File: config.mk
export PLATFORM = sky130hd
export DESIGN_NAME = pcx_seq
export DESIGN_NICKNAME = d
export VERILOG_FILES = /design/src/design/pcx_pkg.sv /design/src/design/pcx_seq.sv
export VERILOG_INCLUDE_DIRS = /design/src /design/src/design
export SDC_FILE = /design/constraint.sdc
export NUM_CORES = 1
export LEC_CHECK = 0
export BUFFER_PORTS_ARGS = -buffer_cell sky130_fd_sc_hd__buf_2
export CELL_PAD_IN_SITES_DETAIL_PLACEMENT = 1
export CELL_PAD_IN_SITES_GLOBAL_PLACEMENT = 2
export CORE_UTILIZATION = 28
export DETAILED_ROUTE_END_ITERATION = 7
export HOLD_SLACK_MARGIN = 0.03
export PLACE_DENSITY_LB_ADDON = 0.1
export SKIP_CTS_REPAIR_TIMING = 1
export SLEW_MARGIN = 0
export SYNTH_ARGS = -nofsm -noshare
export SYNTH_HDL_FRONTEND = slang
export SYNTH_SLANG_ARGS = --single-unit
File: constraint.sdc
create_clock -name clk -period 3.7 [get_ports clk]
set_clock_uncertainty 0.05 [all_clocks]
set_input_delay 0 -clock clk [delete_from_list [all_inputs] [get_ports clk]]
set_output_delay 0 -clock clk [all_outputs]
set_load 0.05 [all_outputs]
File: src/design/assert_macros.svh
// Assertion helpers, used by pcx_seq.sv.
`ifndef ASSERT_MACROS_SVH
`define ASSERT_MACROS_SVH

`ifndef ASSERT_OFF

// Check that prop holds at every rising edge outside reset.
`define ASSERT_PROP(label, clk, rst_n, prop) \
  label: assert property (@(posedge clk) disable iff (!rst_n) (prop)) \
    else $error("assertion failed");

// Check that expr never holds outside reset.
`define ASSERT_NEVER(label, clk, rst_n, expr) \
  label: assert property (@(posedge clk) disable iff (!rst_n) !(expr)) \
    else $error("forbidden condition seen");

`else

`define ASSERT_PROP(label, clk, rst_n, prop)
`define ASSERT_NEVER(label, clk, rst_n, expr)

`endif

`endif

File: src/design/pcx_pkg.sv
`timescale 1ns / 1ps
package pcx_pkg;

  localparam int TOTAL_W = 25;
  localparam int RUN_W   = 6;

  localparam logic [TOTAL_W-1:0] TOTAL_RESET = 25'd64000;
  localparam logic [7:0]         RUN_MARK    = 8'd192;

  typedef enum logic [1:0] {
    CMD_DATA      = 2'd0,
    CMD_PAL_WRITE = 2'd1,
    CMD_START     = 2'd2
  } cmd_t;

  typedef enum logic {
    ST_IDLE,
    ST_EMIT
  } state_t;

  typedef struct packed {
    cmd_t       command;
    logic [7:0] data_byte;
    logic [7:0] palette_index;
    logic [7:0] palette_blue;
    logic [7:0] palette_green;
    logic [7:0] palette_red;
  } in_item_t;

  typedef struct packed {
    logic [7:0] pixel_blue;
    logic [7:0] pixel_green;
    logic [7:0] pixel_red;
    logic       run_last;
    logic       image_done;
  } out_item_t;

  // One pixel handed from the sequencer to the output register.
  typedef struct packed {
    logic load;
    logic run_last;
    logic image_done;
    logic blank;
  } emit_t;

endpackage

File: src/design/pcx_seq.sv
`timescale 1ns / 1ps
`include "assert_macros.svh"
module pcx_seq (
  input  logic                          clk,
  input  logic                          rst_n,
  input  logic                          in_valid,
  input  pcx_pkg::in_item_t             in_item,
  input  logic                          in_range,
  input  logic [pcx_pkg::TOTAL_W-1:0]   pixel_total,
  input  logic                          slot_free,
  output logic                          in_stall,
  output pcx_pkg::emit_t                emit
);

  pcx_pkg::state_t state_r, state_nxt;
  logic [pcx_pkg::RUN_W-1:0]   rem_r, rem_nxt;
  logic [pcx_pkg::TOTAL_W-1:0] pe_r, pe_nxt;
  logic                        pending_r, pending_nxt;
  logic [pcx_pkg::RUN_W-1:0]   run_len_r, run_len_nxt;
  logic                        blank_r, blank_nxt;

  logic                        load;
  logic [pcx_pkg::TOTAL_W-1:0] pe_inc;
  logic                        pix_done;
  logic                        pix_last;
  logic                        accept;
  logic                        complete;
  logic                        is_data;
  logic                        is_start;
  logic                        go;
  logic [pcx_pkg::RUN_W-1:0]   emit_cnt;

  assign load     = (state_r == pcx_pkg::ST_EMIT) && slot_free;
  assign pe_inc   = pe_r + pcx_pkg::TOTAL_W'(1);
  assign pix_done = pe_inc >= pixel_total;
  assign pix_last = (rem_r == pcx_pkg::RUN_W'(1)) || pix_done;

  // FSM outputs
  always_comb begin
    in_stall        = 1'b0;
    emit.load       = load;
    emit.run_last   = pix_last;
    emit.image_done = pix_done;
    emit.blank      = blank_r;
    case (state_r)
      pcx_pkg::ST_IDLE: in_stall = 1'b0;
      pcx_pkg::ST_EMIT: in_stall = !(load && pix_last);
      default:          in_stall = 1'b0;
    endcase
  end

  assign accept   = in_valid && !in_stall;
  // A pixel loaded at this edge counts toward the total seen by the new transaction.
  assign complete = load ? pix_done : (pe_r >= pixel_total);
  assign is_data  = accept && (in_item.command == pcx_pkg::CMD_DATA) && !complete;
  assign is_start = accept && (in_item.command == pcx_pkg::CMD_START);

  always_comb begin
    go       = 1'b0;
    emit_cnt = pcx_pkg::RUN_W'(1);
    if (is_data) begin
      if (pending_r) begin
        emit_cnt = run_len_r;
        go       = (run_len_r != '0);
      end else if (in_item.data_byte < pcx_pkg::RUN_MARK) begin
        go = 1'b1;
      end
    end
  end

  // FSM next state
  always_comb begin
    state_nxt = state_r;
    case (state_r)
      pcx_pkg::ST_IDLE: begin
        if (go) state_nxt = pcx_pkg::ST_EMIT;
      end
      pcx_pkg::ST_EMIT: begin
        if (load && pix_last) state_nxt = go ? pcx_pkg::ST_EMIT : pcx_pkg::ST_IDLE;
      end
      default: state_nxt = pcx_pkg::ST_IDLE;
    endcase
  end

  always_comb begin
    rem_nxt     = rem_r;
    pe_nxt      = pe_r;
    pending_nxt = pending_r;
    run_len_nxt = run_len_r;
    blank_nxt   = blank_r;
    if (load) begin
      rem_nxt = rem_r - pcx_pkg::RUN_W'(1);
      pe_nxt  = pe_inc;
      if (pix_done) begin
        pending_nxt = 1'b0;
        run_len_nxt = '0;
      end
    end
    if (go) begin
      rem_nxt   = emit_cnt;
      blank_nxt = !in_range;
    end
    if (is_data) begin
      if (pending_r) begin
        pending_nxt = 1'b0;
        run_len_nxt = '0;
      end else if (in_item.data_byte >= pcx_pkg::RUN_MARK) begin
        pending_nxt = 1'b1;
        run_len_nxt = in_item.data_byte[pcx_pkg::RUN_W-1:0];
      end
    end
    if (is_start) begin
      pe_nxt      = '0;
      pending_nxt = 1'b0;
      run_len_nxt = '0;
    end
  end

  always_ff @(posedge clk) begin
    if (!rst_n) begin
      state_r   <= pcx_pkg::ST_IDLE;
      rem_r     <= '0;
      pe_r      <= '0;
      pending_r <= 1'b0;
      run_len_r <= '0;
    end else begin
      state_r   <= state_nxt;
      rem_r     <= rem_nxt;
      pe_r      <= pe_nxt;
      pending_r <= pending_nxt;
      run_len_r <= run_len_nxt;
    end
  end

  always_ff @(posedge clk) begin
    blank_r <= blank_nxt;
  end

  `ASSERT_NEVER(a_emit_rem_zero, clk, rst_n, (state_r == pcx_pkg::ST_EMIT) && (rem_r == '0))
  `ASSERT_PROP(a_done_is_last, clk, rst_n, (load && pix_done) |-> pix_last)
  `ASSERT_PROP(a_done_goes_idle, clk, rst_n, (load && pix_done) |=> (state_r == pcx_pkg::ST_IDLE))
  `ASSERT_PROP(a_done_clears_run, clk, rst_n, (load && pix_done) |=> !pending_r)

endmodule

After elaboration in Yosys (flattened, before gate mapping) --
Index checks and enable logic that the tools add are counted.
Storage, ports and cells: register bits after elaboration 40, output and inout port bits 5, logic and storage cells 53, bits of input ports 72
Cells by class: reductions and logical operators 15, eq/ne operators 2, bitwise logic cells 2, magnitude comparators 4, muxes and demuxes 22, add/subtract/negate cells 2
Operators with widths (number):
- 6-bit two-way mux | 9
- 25-bit >= comparator | 2
- 25-bit by 1-bit adder with 25-bit output, second input constant | 1
- 1-bit two-way mux | 11
- 8-bit >= comparator, second input constant | 1
- 8-bit < comparator, second input constant | 1
- 6-bit by 1-bit == test with 1-bit output, second input constant | 1
- 1-bit logical AND | 6
- 6-bit nonzero test | 1
- 6-bit by 1-bit subtractor with 6-bit output, second input constant | 1
- 1-bit zero test | 4
- 1-bit case mux with 2 select lines | 2
- 2-bit == test, second input constant | 1
- 2-bit zero test | 1
- 1-bit inverter | 2
- 2-bit nonzero test | 1
- 2-bit OR reduction | 1
- 1-bit logical OR | 1

Logic depth before layout (Yosys ltp) --
Gate-level depths: netlist of run 1.
depth after elaboration 14, mapped depth 17

Worst setup path before layout of run 1 --
OpenSTA, ideal clock, no wires.
path type register to register, start reg pe_r[0] in the netlist's numbering, end reg pe_r[0] in the netlist's numbering, stages on the path, launching flop included 18, clock period less this slack 4980 ps, path slack -1280 ps, required time 3585 ps, arrival time 4865 ps, buffers on the path 1, library setup time 65 ps, cells stage by stage dfxtp_1 -> ha_1 -> nand3_2 -> nor4_2 -> and3_2 -> nand2_1 -> nor2_2 -> nand4_1 -> xnor2_1 -> ha_1 -> nand4_1 -> nor2_1 -> a22oi_1 -> o211ai_1 -> o31ai_1 -> o21ai_1 -> clkbuf_1 -> nor2_1
Between the ends: word-level cells in the longest chain between the ends 10
RTL lines:
- start, declared | RTL line pcx_seq.sv:17 | logic [pcx_pkg::TOTAL_W-1:0] pe_r, pe_nxt;
- start signal, assigned | RTL line pcx_seq.sv:129 | pe_r <= pe_nxt;
- 25-bit by 1-bit adder with 25-bit output | RTL line pcx_seq.sv:34 | assign pe_inc = pe_r + pcx_pkg::TOTAL_W'(1);
- named net pe_inc (one bit) | RTL line pcx_seq.sv:23 | logic [pcx_pkg::TOTAL_W-1:0] pe_inc;
- 25-bit >= comparator | RTL line pcx_seq.sv:35 | assign pix_done = pe_inc >= pixel_total;
- 1-bit logical OR | RTL line pcx_seq.sv:36 | assign pix_last = (rem_r == pcx_pkg::RUN_W'(1)) || pix_done;
- 1-bit logical AND | RTL line pcx_seq.sv:47 | pcx_pkg::ST_EMIT: in_stall = !(load && pix_last);
- 1-bit zero test | RTL line pcx_seq.sv:47
- 1-bit case mux with 2 select lines | RTL line pcx_seq.sv:45 | case (state_r)
- named net in_stall | RTL line pcx_seq.sv:11 | output logic in_stall,
- 1-bit zero test | RTL line pcx_seq.sv:52 | assign accept = in_valid && !in_stall;
- 1-bit logical AND | RTL line pcx_seq.sv:52
- 1-bit logical AND | RTL line pcx_seq.sv:56 | assign is_start = accept && (in_item.command == pcx_pkg::CMD_START);
- 2-bit OR reduction (no source line)
The timed path passes the listed nets, and every way through them passes these cells. A chain may end at the register's enable or synchronous reset.

Worst setup path in the final report of run 1 --
start reg pe_r[1] in the netlist's numbering, end reg blank_r, enable pin
Between the ends: word-level cells in the longest chain between the ends 11, elaborated cells on any way between the ends 14, those cells by class add/sub (1); order compare (2); mux (3); reduce/logical (8)
RTL lines:
- 25-bit by 1-bit adder with 25-bit output (*) | RTL line pcx_seq.sv:34
- named net pe_inc (one bit) | RTL line pcx_seq.sv:23
- 25-bit >= comparator (*) | RTL line pcx_seq.sv:35
- 1-bit logical OR | RTL line pcx_seq.sv:36
- 1-bit logical AND | RTL line pcx_seq.sv:47
- 1-bit zero test | RTL line pcx_seq.sv:47
- 1-bit case mux with 2 select lines | RTL line pcx_seq.sv:45
- 1-bit zero test | RTL line pcx_seq.sv:52
- 1-bit logical AND | RTL line pcx_seq.sv:52
- 1-bit logical AND | RTL line pcx_seq.sv:55 | assign is_data = accept && (in_item.command == pcx_pkg::CMD_DATA) && !complete;
- 1-bit logical AND (*) | RTL line pcx_seq.sv:55
- 1-bit two-way mux (*) | RTL line pcx_seq.sv:61 | if (is_data) begin
- named net go | RTL line pcx_seq.sv:30 | logic go;
- end signal, assigned | RTL line pcx_seq.sv:136 | blank_r <= blank_nxt;
- end, declared | RTL line pcx_seq.sv:20 | logic blank_r, blank_nxt;
The timed path passes the listed nets; every way through them passes the cells marked *.

==> flow_metrics.tcl, run 1 <==
set metrics [dict create \
    grt_pass1_wl_mm 15.64 \
    viasPerCell 4.771 \
    status "complete, but fails checks" \
    ff2ff_setup_slack_ns -0.22 \
    cp_top_family "simple AND/OR/NAND/NOR gates" \
    syn_to_final_growth_pct 35.91 \
    drc 0 \
    gp_congestion 0.7206 \
    synth_area_per_cell_sq_um 8.021 \
    ant_nets 0 \
    worstHoldPathCells 2 \
    cts_root_buffer "clkbuf_16" \
    dr.pass1.iters 4 \
    die_x_um 110.9 \
    crit_path_top_delay_cell "or4_1" \
    violations "negative setup slack" \
    wire_per_inst_um 14.23 \
    worstReg2RegStart "pe_r[1]$_SDFFE_PP0P_" \
    layoutNonFillerInstCount 652 \
    finalSetupViolations 15 \
    dpl.hpwl_mm 7.536 \
    cts_buffers 5 \
    path_clk_slew_ns 0.07 \
    via_count 3111 \
    p_per_area_nw_per_um2 249.8 \
    fillers 1381 \
    fin_crit_ns 3.919 \
    hold_violations 0 \
    critPathBufInv 0 \
    rsz0062_at_grt "yes" \
    synth_area_sq_um 3321 \
    synth-edff-count 1 \
    num_io_pins 77 \
    num-nets-final 633 \
    drive_gt1_share_pct 28.09 \
    crit_chain "ha_4 -> nand3_4 -> nor4_4 -> and3_4 -> nand2_2 -> nor2_4 -> nand4_1 -> xnor2_1 -> ha_1 -> nand4_1 -> nor2_1 -> a22oi_1 -> o211ai_1 -> or4_1 -> a211o_4 -> nor2_4" \
    setup.worst_path.start_class "register" \
    max_clock_freq_mhz 255.2 \
    antenna_found_initial 0 \
    tightest_slew_ns 0.3489 \
    grt.overflow.total 0 \
    grt_usage_pct 15.71 \
    ir_drop_mv 0.1663 \
    grt_max_degree 26 \
    cp_data_required_time_ns 3.63 \
    clk_latency_ns 0.29 \
    drtIter0Drc 75 \
    tns_ns -2.693 \
    fin_total_pwr_mw 1.128 \
    ff2ff_path_depth 16 \
    cp_max_fo 7 \
    cp-end-kind "register" \
    seq_area_sq_um 830.8 \
    p_leak_nw 2.071 \
    min_from "rst_n" \
    coreArea_sq_um 11470 \
    ys_warn_count 0 \
    min_to "state_r$_SDFF_PN0_" \
    htreeDepth 2 \
    final_cell_mix "ha_1, buf_4, nand2_1" \
    synth_flop_cell "dfxtp_1" \
    multi_input_area_sq_um 2490 \
    r2r-end "blank_r$_DFFE_PP_" \
    hold_class "in -> reg" \
    grt_pass1_vias 3270 \
    cp.arrival_ns 3.85 \
    cts_tree "built" \
    cts_sinks 40 \
    wl_mm 9.275 \
    port_buffers 44 \
    syn_nets 539 \
    die-area_sq_um 12300 \
    layout_commonest_cell "ha_1" \
    crit_type "reg -> reg" \
    drv_slew 0 \
    path_depth 16 \
    placed_cells 631 \
    num_rows 39 \
    clock_path_buffers 2 \
    relSlewSlack_pct 76.14 \
    cap_viol_max_count 0 \
    diodes 0 \
    start_util_pct 28.96 \
    synth_cell_type_count 53 \
    post-place-ws_ns -0.2851 \
    async_flop_share_pct 0 \
    synth-seq-area-share_pct 24.42 \
    die_h_um 110.9 \
    yosys_register_bits 40 \
    synth_cells 414 \
    finalWorstSetupSlack_ns -0.2185 \
    fin_crit_sh_pct 105.9 \
    critPathMaxStageDelay_ns 0.44 \
]
[stage by stage]
stage | cell area, sq um | hold WS [ns] | utilization, %
6_report | 4513 | 0.04216 | 39.36
5_1_grt | 4513 | 0.06731 | 39.36
4_1_cts | 4282 | -0.1354 | 37.34
3_5_place_dp | 4115 | 0.1718 | 35.89
3_3_place_gp | 4115 | 0.1685 | 35.89
2_1_floorplan | 3471 | 0.08146 | -
[layer usage]
layer | up-vias | part of all wire (%) | GRT usage [%]
met5 | - | 0 | 0
met3 | 8 | 2.2 | 2.570
li1 | 1614 | - | -
met1 | 1460 | 47 | 19.35
met4 | 0 | 0.99 | 3.822
met2 | 29 | 50 | 28.28
[worst max-delay path by stage]
stage | endpoint | startpoint | slack, ns
3_5_place_dp | blank_r$_DFFE_PP_ | pe_r[1]$_SDFFE_PP0P_ | -0.29
3_3_place_gp | blank_r$_DFFE_PP_ | pe_r[1]$_SDFFE_PP0P_ | -0.27
5_1_grt | rem_r[5]$_SDFFE_PN0P_ | pe_r[4]$_SDFFE_PP0P_ | -0.44
2_1_floorplan | blank_r$_DFFE_PP_ | pe_r[3]$_SDFFE_PP0P_ | -0.10
4_1_cts | blank_r$_DFFE_PP_ | pe_r[1]$_SDFFE_PP0P_ | -0.36
6_report | blank_r$_DFFE_PP_ | pe_r[1]$_SDFFE_PP0P_ | -0.22
[report_power, final]
| group | leakage, nW | switching (mW) | total [mW] | internal, mW |
|---|---|---|---|---|
| Combinational | 1.66 | 0.101 | 0.184 | 0.0823 |
| Clock | 0.0786 | 0.205 | 0.499 | 0.294 |
| Sequential | 0.329 | 0.00748 | 0.445 | 0.437 |
[registers in the layout, indices dropped and copies added, names as in the netlist]
register   count
blank_r        1
run_len_r      6
state_r        1
pending_r      1
rem_r          6
pe_r          25
[final cells by class]
cell class	instances	share of cell area, %
Multi-Input combinational cell	326	55.17
Timing Repair Buffer	101	15.94
Clock buffer	6	3.327
Inverter	34	2.828
Clock inverter	2	0.3604
Tap cell	143	3.965
Sequential cell	40	18.41
[cells by family after synthesis]
group	count (synthesis)	synth area share, %
buffers and inverters	48	5.878
multiplexers	5	1.507
flip-flops	40	24.42
XOR/XNOR	50	13.19
AND/OR/NAND/NOR	153	21.89
AO/OA/AOI/OAI	65	13.15
adder cells (fa/ha/maj)	53	19.97
[synthesized netlist by cell type (3+ instances only)]
cell type / number / share of area [%]
nand2_1: 48 / 5.4
inv_1: 34 / 3.8
nor3_1: 4 / 0.60
a22o_1: 6 / 1.6
nor2_2: 3 / 0.57
o21ai_1: 4 / 0.60
xor2_1: 23 / 6.1
buf_4: 4 / 0.90
dfxtp_1: 39 / 24
a21oi_1: 19 / 2.9
a211oi_1: 4 / 0.90
xnor2_1: 27 / 7.1
mux2i_1: 5 / 1.5
clkbuf_1: 9 / 1.0
nand3_1: 22 / 3.3
o21ai_0: 10 / 1.5
ha_1: 53 / 20
nor2_1: 44 / 5.0
nand4_1: 11 / 2.1
Note: power is estimated with default switching activity, not from simulation.
==> run 2: changes to the inputs <==
Settings changed: PLACE_DENSITY set to 0.76, PLACE_DENSITY_LB_ADDON 0.1 to unset.
==> flow_metrics.tcl, run 2 (synthesized netlist as in run 1, its figures left out) <==
set metrics [dict create \
    status "complete, but fails checks" \
    violations "negative setup slack" \
    crit_type "reg -> reg" \
    fin_crit_sh_pct 104.3 \
    hold_class "in -> reg" \
    dpl.hpwl_mm 7.753 \
    cp-end-kind "register" \
    port_buffers 44 \
    die_x_um 110.9 \
    layout_commonest_cell "ha_1" \
    busiest_layer "met2" \
    tns_ns -1.971 \
    post-place-ws_ns -0.1676 \
    cts_root_buffer "clkbuf_16" \
    grt_usage_pct 16.25 \
    hold_violations 0 \
    wl_mm 9.512 \
    via_count 3155 \
    rsz0062_at_grt "yes" \
    grtUsageMet1_pct 19.93 \
    grt.overflow.total 0 \
    grt_pass1_wl_mm 16.34 \
    start_util_pct 28.96 \
    grt_max_degree 20 \
    ir_drop_mv 0.1831 \
    final_cell_mix "ha_1, nand2_1, buf_4" \
    multi_input_area_sq_um 2430 \
    fin_crit_ns 3.860 \
    drv_slew 0 \
    fillers 1372 \
    drtIter0Drc 71 \
    clock_path_buffers 2 \
    cp_data_required_time_ns 3.83 \
    top_register "pe_r" \
    grt_use_met3_pct 2.460 \
    die-area_sq_um 12300 \
    num_rows 39 \
    path_clk_slew_ns 0.06 \
    tightest_slew_ns 0.5107 \
    wire_per_inst_um 14.57 \
    placed_cells 637 \
    met2_usage_pct 29.81 \
    gp_congestion 0.7940 \
    clk_latency_ns 0.29 \
    diodes 0 \
    fin_total_pwr_mw 1.125 \
    cp_max_fo 6 \
    largest_reg_flops 25 \
    cts_sinks 40 \
    drive_gt1_share_pct 26.67 \
    cts_tree "built" \
    dr.pass1.iters 4 \
    grt_pass1_vias 3470 \
    cts_buffers 5 \
    drc 0 \
    p_leak_nw 2.052 \
    cap_viol_max_count 0 \
    reg.largest.list "pe_r x25, rem_r x6, run_len_r x6" \
    viasPerCell 4.832 \
    max_clock_freq_mhz 259.1 \
    cp.arrival_ns 3.99 \
    coreArea_sq_um 11470 \
    relSlewSlack_pct 65.07 \
    layoutNonFillerInstCount 653 \
    die_h_um 110.9 \
    num_io_pins 77 \
    p_per_area_nw_per_um2 253.0 \
    antenna_found_initial 0 \
    htreeDepth 2 \
    finalWorstSetupSlack_ns -0.1602 \
    setup.worst_path.start_class "register" \
    ant_nets 0 \
    syn_to_final_growth_pct 33.95 \
    whs_ns 0.04887 \
    num-nets-final 634 \
    seq_area_sq_um 829.5 \
    finalSetupViolations 15 \
]
## run 2: routing by layer
layer	up-vias	wire, um
li1	1617	-
met1	1499	4377
met2	32	4831
met3	7	217
met4	0	85
met5	-	0
## run 2: critical path, cell delays in order (launching register included)
cell and delay (ns):
dfxtp_4 0.37, nand3_2 0.08, or4_4 0.51, nor2_4 0.13
nand3_4 0.11, nor2_4 0.18, nand3_2 0.09, xnor2_1 0.13
ha_1 0.31, nand4_1 0.17, nor2_1 0.07, a22oi_1 0.18
o211ai_1 0.14, or4_4 0.43, a211o_4 0.38, o21ba_4 0.23
a22o_1 0.18
## run 2: cell type report
cell class / count / area share, %
Multi-Input combinational cell: 326 / 54.63
Clock inverter: 2 / 0.3657
Clock buffer: 6 / 3.376
Timing Repair Buffer: 102 / 16.09
Sequential cell: 40 / 18.65
Inverter: 34 / 2.869
Tap cell: 143 / 4.023
## run 2: where the power goes
| part | internal (mW) | switching, mW |
|---|---|---|
| registers | 0.437 | 0.00747 |
| logic | 0.0807 | 0.101 |
| clock network | 0.294 | 0.205 |
## run 2: worst paths after layout
kind | startpoint | endpoint | slack, ns | cells past startpoint
worst max-delay path | pe_r[1]$_SDFFE_PP0P_ | run_len_r[5]$_SDFF_PP0_ | -0.16 | 16
worst min-delay path | rst_n | state_r$_SDFF_PN0_ | 0.05 | 2
worst max register to register | pe_r[1]$_SDFFE_PP0P_ | run_len_r[5]$_SDFF_PP0_ | -0.16 | 16
worst min register to register | run_len_r[0]$_SDFF_PP0_ | run_len_r[0]$_SDFF_PP0_ | 0.46 | 1
## run 2: per-stage QoR
stage	instance area [sq um]	util (%)
2_1_floorplan	3471	-
3_3_place_gp	4160	36.28
3_5_place_dp	4160	36.28
4_1_cts	4327	37.73
5_1_grt	4448	38.79
6_report	4448	38.79
